--- config.mk ---
export PLATFORM = sky130hd
export DESIGN_NAME = sob_isqrt
export DESIGN_NICKNAME = d
export VERILOG_FILES = /design/src/hw/rtl/sob_pkg.sv /design/src/hw/rtl/sob_isqrt.sv
export SDC_FILE = /design/constraint.sdc
export NUM_CORES = 1
export LEC_CHECK = 0
export BUFFER_PORTS_ARGS = -buffer_cell sky130_fd_sc_hd__buf_2
export CAP_MARGIN = 10
export CELL_PAD_IN_SITES_DETAIL_PLACEMENT = 1
export CELL_PAD_IN_SITES_GLOBAL_PLACEMENT = 1
export CORE_MARGIN = 10
export CORE_UTILIZATION = 52
export CTS_CLUSTER_SIZE = 40
export DETAILED_ROUTE_END_ITERATION = 6
export GPL_TIMING_DRIVEN = 0
export PLACE_DENSITY = 0.85
export SLEW_MARGIN = 30
export SYNTH_ARGS = -nofsm -noshare
export SYNTH_HDL_FRONTEND = slang
export SYNTH_SLANG_ARGS = --single-unit
--- constraint.sdc ---
create_clock -name clock -period 7.4 [get_ports clock]
set_input_delay 0 -clock clock [delete_from_list [all_inputs] [get_ports clock]]
set_output_delay 0 -clock clock [all_outputs]
set_load 0.02 [all_outputs]
--- src/hw/rtl/sob_pkg.sv ---
// Shared types and constants for the Sobel gradient magnitude block.
// Used by sob_isqrt and sobel_edge_magnitude_top; depends on nothing else.
package sob_pkg;

   localparam int PIX_W      = 8;     // grey level width
   localparam int GRAD_W     = 11;    // signed Sobel sum width
   localparam int MAG_W      = 11;    // magnitude width
   localparam int ROW_W      = 12;    // row counter and out_row width
   localparam int COL_W      = 10;    // column counter and out_col width
   localparam int LW_W       = 11;    // line_width register width
   localparam int RAD_W      = 21;    // gx^2 + gy^2 always fits in 21 bits
   localparam int MAX_WIDTH  = 1024;
   localparam int MAX_HEIGHT = 4096;
   localparam int MIN_WIDTH  = 3;
   localparam int MAX_MAGNITUDE = 1442;

   localparam logic [LW_W-1:0] LINE_WIDTH_RESET = LW_W'(640);

   // Packed result beat: magnitude, grad_x, grad_y, out_row, out_col, padding.
   localparam int RSP_FIELDS_W = MAG_W + 2 * GRAD_W + ROW_W + COL_W;
   localparam int RSP_TDATA_W  = ((RSP_FIELDS_W + 7) / 8) * 8;

   // Status returned by the square-root unit.
   typedef struct packed {
      logic             done;
      logic [MAG_W-1:0] root;
   } sqrt_status_type;

endpackage

--- src/hw/rtl/sob_isqrt.sv ---
// Squares the two gradients, adds them and takes the integer square root,
// two radicand bits per cycle. Depends on sob_pkg.
module sob_isqrt (
   input  logic                                 clock,
   input  logic                                 reset,
   input  logic                                 start,
   input  logic signed [sob_pkg::GRAD_W-1:0]    grad_x,
   input  logic signed [sob_pkg::GRAD_W-1:0]    grad_y,
   output sob_pkg::sqrt_status_type             status
);

   typedef enum logic [2:0] {
      SQ_IDLE = 3'b001,
      SQ_SUM  = 3'b010,
      SQ_STEP = 3'b100
   } sq_state_type;

   localparam int RAD_W = sob_pkg::RAD_W;
   localparam logic [RAD_W-1:0] BIT_INIT = {1'b1, {(RAD_W - 1){1'b0}}};

   sq_state_type state_ff, state_in;
   logic [RAD_W-2:0] sqx_ff, sqx_in, sqy_ff, sqy_in;
   logic [RAD_W-1:0] rad_ff, rad_in, root_ff, root_in, bit_ff, bit_in;
   logic             done_ff, done_in;

   logic signed [2*sob_pkg::GRAD_W-1:0] prod_x, prod_y;
   logic [RAD_W:0] trial;

   assign prod_x = grad_x * grad_x;
   assign prod_y = grad_y * grad_y;
   assign trial  = {1'b0, root_ff} + {1'b0, bit_ff};

   always_comb begin
      state_in = state_ff;
      sqx_in   = sqx_ff;
      sqy_in   = sqy_ff;
      rad_in   = rad_ff;
      root_in  = root_ff;
      bit_in   = bit_ff;
      done_in  = 1'b0;
      unique case (state_ff)
         SQ_IDLE: begin
            if (start) begin
               sqx_in   = prod_x[RAD_W-2:0];
               sqy_in   = prod_y[RAD_W-2:0];
               state_in = SQ_SUM;
            end
         end
         SQ_SUM: begin
            rad_in   = {1'b0, sqx_ff} + {1'b0, sqy_ff};
            root_in  = '0;
            bit_in   = BIT_INIT;
            state_in = SQ_STEP;
         end
         SQ_STEP: begin
            if ({1'b0, rad_ff} >= trial) begin
               rad_in  = rad_ff - trial[RAD_W-1:0];
               root_in = (root_ff >> 1) + bit_ff;
            end else begin
               root_in = root_ff >> 1;
            end
            bit_in = bit_ff >> 2;
            if (bit_ff[0]) begin
               done_in  = 1'b1;
               state_in = SQ_IDLE;
            end
         end
         default: begin
            state_in = SQ_IDLE;
         end
      endcase
   end

   always_ff @(posedge clock) begin
      if (reset) begin
         state_ff <= SQ_IDLE;
         done_ff  <= 1'b0;
      end else begin
         state_ff <= state_in;
         done_ff  <= done_in;
      end
      sqx_ff  <= sqx_in;
      sqy_ff  <= sqy_in;
      rad_ff  <= rad_in;
      root_ff <= root_in;
      bit_ff  <= bit_in;
   end

   assign status.done = done_ff;
   assign status.root = root_ff[sob_pkg::MAG_W-1:0];

endmodule

# Word-level counts from Yosys, hierarchy flattened

Cells that the tools add are included.

Add/subtract/negate cells: 4
$mul: 2
Divide/modulo/power cells: 0
Magnitude comparators: 1
Equal/unequal tests: 6
Shift-type cells: 0
Muxes and demuxes: 9
Bitwise gates (word level): 1
Reductions and logical operators: 5

Operator list:

| cell                                                 | number |
|---|---|
| case mux 21 bit (2 select lines)                     | 3 |
| two-way mux 21 bit                                   | 2 |
| multiplier 11 x 11 -> 20 bit                         | 2 |
| adder 21 x 21 -> 22 bit                              | 1 |
| greater-or-equal comparator 21 x 22 -> 1 bit         | 1 |
| adder 20 x 20 -> 21 bit                              | 1 |
| adder 20 x 21 -> 21 bit                              | 1 |
| subtractor 21 bit                                    | 1 |
| case mux 3 bit (3 select lines)                      | 1 |
| two-way mux 3 bit                                    | 2 |
| != test 2 bit (second input constant)                | 3 |
| AND reduction 2 bit                                  | 3 |
| equality test 3 x 1 -> 1 bit (second input constant) | 1 |
| equality test 3 x 2 -> 1 bit (second input constant) | 1 |
| equality test 3 bit (second input constant)          | 1 |
| nonzero test 2 bit                                   | 1 |
| OR reduction 2 bit                                   | 1 |
| two-way mux 1 bit                                    | 1 |
| NOT 1 bit                                            | 1 |

Register bits: 107
Bits in latches: 0
Memory bits (writable): 0
Memory bits (read-only): 0
Output and inout port bits: 12
Memories kept: 0

# Logic depth before layout (Yosys ltp)

Depth in word-level cells: 4
Depth in mapped cells: 21
Gate-level depth less buffers: 21

# Worst setup path after synthesis

No wires, ideal clock.

Path kind: input to register
Start: input grad_y[4] (netlist bit)
End: register sqy_ff[19] (data pin)
Setup time: 0.266 ns
Arrival time: 4.858 ns
Required time: 7.134 ns
Setup slack: 2.276 ns
Stages on the path: 21
Buffers on the path: 1
Cell sequence: clkbuf_1 > inv_1 > nor2_1 > inv_1 > fa_1 > fa_1 > fa_1 > inv_1 > fa_1 > inv_1 > fa_1 > inv_1 > ha_1 > and3_1 > a21oi_1 > o211ai_1 > a31oi_1 > nor2b_1 > o21a_1 > o41ai_1 > xnor2_1

Longest elaborated chain between the ends: 1

RTL lines:

| item                         | RTL line        | source |
|---|---|---|
| start, declared              | sob_isqrt.sv:8  | `input logic signed [sob_pkg::GRAD_W-1:0] grad_y,` |
| multiplier 11 x 11 -> 20 bit | sob_isqrt.sv:30 | `assign prod_y = grad_y * grad_y;` |
| net prod_y (one bit)         | sob_isqrt.sv:26 | `logic signed [2*sob_pkg::GRAD_W-1:0] prod_x, prod_y;` |
| end signal, assigned         | sob_isqrt.sv:83 | `sqy_ff <= sqy_in;` |
| end, declared                | sob_isqrt.sv:22 | `logic [RAD_W-2:0] sqx_ff, sqx_in, sqy_ff, sqy_in;` |

The timed path passes the listed nets, and every way through them passes these cells.
A chain may end at the register's enable or synchronous reset.

# Worst setup path after layout

Ends and elaborated chain as after synthesis.

==> flow_summary.toml <==
[setup_path]
worst_path_largest_cell_delay_ns = 0.59
critical_path.startpoint = "grad_y[4]"
worst_r2r_startpoint = "bit_ff[0]$_SDFFCE_PN0P_"
required_ns = 7.48
worstPathArrival_ns = 5.64
cp-end-kind = "flop"
crit_top_cell = "sky130_fd_sc_hd__fa_1"
timing.setup.critical_path_class = "primary input to flop"
timing.reg2reg.worst_path_depth = 20
crit_path_cell_trace = "clkbuf_1, inv_1, nor2_1, fa_1, fa_1, fa_1, fa_1, inv_1, fa_1, inv_1, ha_1, and3_1, a21oi_1, o211ai_1, a31oi_1, nor2b_1, o21a_1, o41ai_1, xnor2_1"
timing.critical_path.slowest_stage_cell = "sky130_fd_sc_hd__fa_1"
regToRegSetupSlack_ns = 2.19
timing.critical_path.fanout_max = 10
critPathLaunchType = "primary input"

[timing]
fin_worst_skew_ns = 0.0129
drv_slew = 0
post_route_clock_period_utilization = 0.750
setup_violations = 0
period_needed_ns = 5.55
maxClockFrequency_ghz = 0.180
rsz0062_at_grt = "no"
final-hold-violation-count = 0
totalNegativeSetupSlack_ns = 0
max_slew_margin = 0.377
hold_ws_ns = 0.0209
tightestPinTransition_ns = 0.934

[placed_design]
detailed_place_hpwl_mm = 29.4
port_buffers = 32
gp_routability_congestion = 0.902

[die]
die_area_um2 = 34000
floorplan.rows = 60
die_h_um = 184
start_util = 0.524
core-area_um2 = 26800
chipWidth_um = 184
boundaryPins = 37

[synth]
syn-mean-instance-area_um2 = 9.65
yosys.area.top_type_share = 0.272
post_synthesis_cells = 1456
yosysUniqueCellTypes = 63
synthDominantAreaCellType = "sky130_fd_sc_hd__fa_1"
synth_cell_area_um2 = 14100
async_reset_ff_frac = 0
ys_dominant_reg_cell = "sky130_fd_sc_hd__edfxtp_1"
synth_area_leaders = "sky130_fd_sc_hd__fa_1 (27%), sky130_fd_sc_hd__edfxtp_1 (19%), sky130_fd_sc_hd__ha_1 (13%), sky130_fd_sc_hd__inv_1 (7.5%), sky130_fd_sc_hd__xnor2_1 (4.8%)"
yosysWarnings = 0
synth_fp_nets = 1816
number_of_synthesized_flops_with_an_enable_pin = 91
synth.yosys.seq_area_share = 0.200
synth_seq_cells = 95
ys_top_cells_by_count = "sky130_fd_sc_hd__inv_1 (280), sky130_fd_sc_hd__fa_1 (191), sky130_fd_sc_hd__ha_1 (144), sky130_fd_sc_hd__nand2_1 (98), sky130_fd_sc_hd__nor2_1 (95)"
synthMostInstantiatedCell = "sky130_fd_sc_hd__inv_1"

[min_path]
hold_path.class = "primary input to flop"
whs_path_depth = 1
min_delay_startpoint = "grad_y[0]"

[cts]
clk_root_buffer_cell = "sky130_fd_sc_hd__clkbuf_16"
numCtsBuffers = 9
clock_tree_from_tritoncts = "yes"
clkLatencyLatePin_ns = 0.36
clk_buf_depth = 2
clk_pin_slew_ns = 0.07
post_cts.repair.setup_buffers = 0
h-tree-depth = 3
cts_sinks = 95

[detailed_routing]
drcViolationCount = 0
detail_route.wirelength_mm = 35.6
final_antenna_net_count = 0
vias_per_cell = 5.62
drt_first_pass_iters = 5
drt-initial-drc-count = 425
routedWlPerCell_um = 19.2
vias = 10400

[global_routing]
number_of_antenna_violations_at_the_first_check_in_global_routing = 0
grt_util_all_layers = 0.220
residual_overflow_from_global_routing = 0
grt_first_pass_wirelength_mm = 59.6
grt_pass1_vias = 12100
pin_count_of_the_biggest_net_entering_global_routing = 19

[cells_and_area]
insertedDiodeCount = 0
fraction_of_final_layout_cells_sized_beyond_drive_strength_1 = 0.0662
synthToLayoutAreaGrowth_pct = 7.54
layout.nets = 1866

[power_and_ir_drop]
cell_internal_pwr_mw = 3.09
clkPwrFrac = 0.097
p_leak_nw = 7.03
power.net_switching_mw = 2.63
power.sequential.fraction = 0.173
swShare = 0.460
power_frac_comb = 0.730
p_per_area_nw_per_um2 = 379
worst_ir_drop_vdd_mv = 0.366

[run_status]
run_status = "finished clean"

[run]
max_cap_violations = 0
## state kept, by name, indices dropped and copies added (netlist names)
register and flops:
sqx_ff 19, root_ff 21, state_ff 3, done_ff 1, rad_ff 21, bit_ff 11
sqy_ff 19
## placed cells by master, fill, tap and decap left out, types with 4 or more instances in the layout
master / netlist / final
sky130_fd_sc_hd__xnor2_1: 77 / 77
sky130_fd_sc_hd__a211oi_1: 12 / 12
sky130_fd_sc_hd__buf_2: 1 / 33
sky130_fd_sc_hd__nor2b_1: 23 / 23
sky130_fd_sc_hd__mux2i_1: 6 / 6
sky130_fd_sc_hd__fa_1: 191 / 191
sky130_fd_sc_hd__and3_1: 9 / 9
sky130_fd_sc_hd__nor3_1: 21 / 21
sky130_fd_sc_hd__o31ai_1: 6 / 6
sky130_fd_sc_hd__a211o_1: 4 / 4
sky130_fd_sc_hd__a211oi_2: 12 / 12
sky130_fd_sc_hd__buf_6: 3 / 4
sky130_fd_sc_hd__nand3_1: 11 / 11
sky130_fd_sc_hd__o211ai_1: 4 / 4
sky130_fd_sc_hd__a21o_1: 21 / 21
sky130_fd_sc_hd__nand2b_1: 11 / 11
sky130_fd_sc_hd__and2_1: 63 / 63
sky130_fd_sc_hd__buf_4: 13 / 15
sky130_fd_sc_hd__o21ai_0: 42 / 42
sky130_fd_sc_hd__inv_1: 280 / 280
sky130_fd_sc_hd__edfxtp_1: 91 / 91
sky130_fd_sc_hd__nor2_1: 95 / 95
sky130_fd_sc_hd__or3_1: 8 / 8
sky130_fd_sc_hd__nand2_1: 98 / 98
sky130_fd_sc_hd__a31oi_1: 20 / 20
sky130_fd_sc_hd__o21a_1: 9 / 9
sky130_fd_sc_hd__a31o_2: 5 / 5
sky130_fd_sc_hd__nand4_1: 4 / 4
sky130_fd_sc_hd__dfxtp_1: 4 / 4
sky130_fd_sc_hd__a21oi_1: 53 / 52
sky130_fd_sc_hd__ha_1: 144 / 144
sky130_fd_sc_hd__clkbuf_1: 24 / 25
sky130_fd_sc_hd__xor2_1: 37 / 37
sky130_fd_sc_hd__o21bai_1: 12 / 12
sky130_fd_sc_hd__clkbuf_16: 0 / 9
## per-layer routing
layer | vias up | routed length (um) | track usage
li1 | 4807 | - | -
met1 | 5336 | 13500 | 0.235
met2 | 181 | 20000 | 0.429
met3 | 82 | 888 | 0.0232
met4 | 0 | 1280 | 0.0865
met5 | - | 0 | 0
## path summary, 6_finish.rpt
check                       endpoint
max             sqy_ff[19]$_DFFE_PP_
min              sqy_ff[0]$_DFFE_PP_
max reg2reg      rad_ff[5]$_DFFE_PP_
min reg2reg  bit_ff[8]$_SDFFCE_PN0P_
## worst max-delay path: cells and delay by family
| family | cells | cell delay (ns) |
|---|---|---|
| adder cells (fa/ha/maj) | 6 | 3.04 |
| AND/OR/NAND/NOR | 3 | 0.61 |
| AO/OA/AOI/OAI | 5 | 1.16 |
| XOR/XNOR | 1 | 0.15 |
| buffers and inverters | 4 | 0.69 |
## cell type report
cell class,instances,area [um^2]
clock inverters,6,115
inverters,281,1050
repair buffers,39,249
multi-input cells,1036,9990
fillers,3055,11700
flip-flops and latches,95,2810
plain buffers,44,238
well taps,341,427
clock buffers,10,229
## cells by family (layout without fill, tap and decap cells)
group	count (synthesis)	in the layout	synth area share
flip-flops	95	95	0.200
multiplexers	6	6	0.00427
buffers and inverters	325	380	0.0920
AND/OR/NAND/NOR	360	360	0.125
XOR/XNOR	114	114	0.0711
AO/OA/AOI/OAI	221	221	0.107
adder cells (fa/ha/maj)	335	335	0.400
## metrics by stage
step	setup slack (ns)	total power, mW	cell area (um^2)	instances	utilization
after floorplan	2.28	4.13	14100	1456	-
after global placement	1.20	4.83	14600	1829	0.546
after detailed placement	1.53	5.11	14700	1834	0.550
after CTS	1.86	5.75	15100	1852	0.564
after global routing	1.45	6.32	15100	1852	0.564
final	1.85	5.72	15100	1852	0.564
## power by group through the flow
stage,Combinational [mW],Sequential (mW),Clock [mW]
global route,4.74,0.998,0.578
detailed placement,4.11,1.00,0
CTS,4.20,0.989,0.557
floorplan,3.15,0.979,0
finish,4.18,0.989,0.556
global placement,3.84,0.998,0
## timing repair
action	4_1_cts	5_1_grt
hold endpoints to repair	6	0
hold buffers	2	0
gates resized for setup	0	0
(Power assumes the default switching activity.)
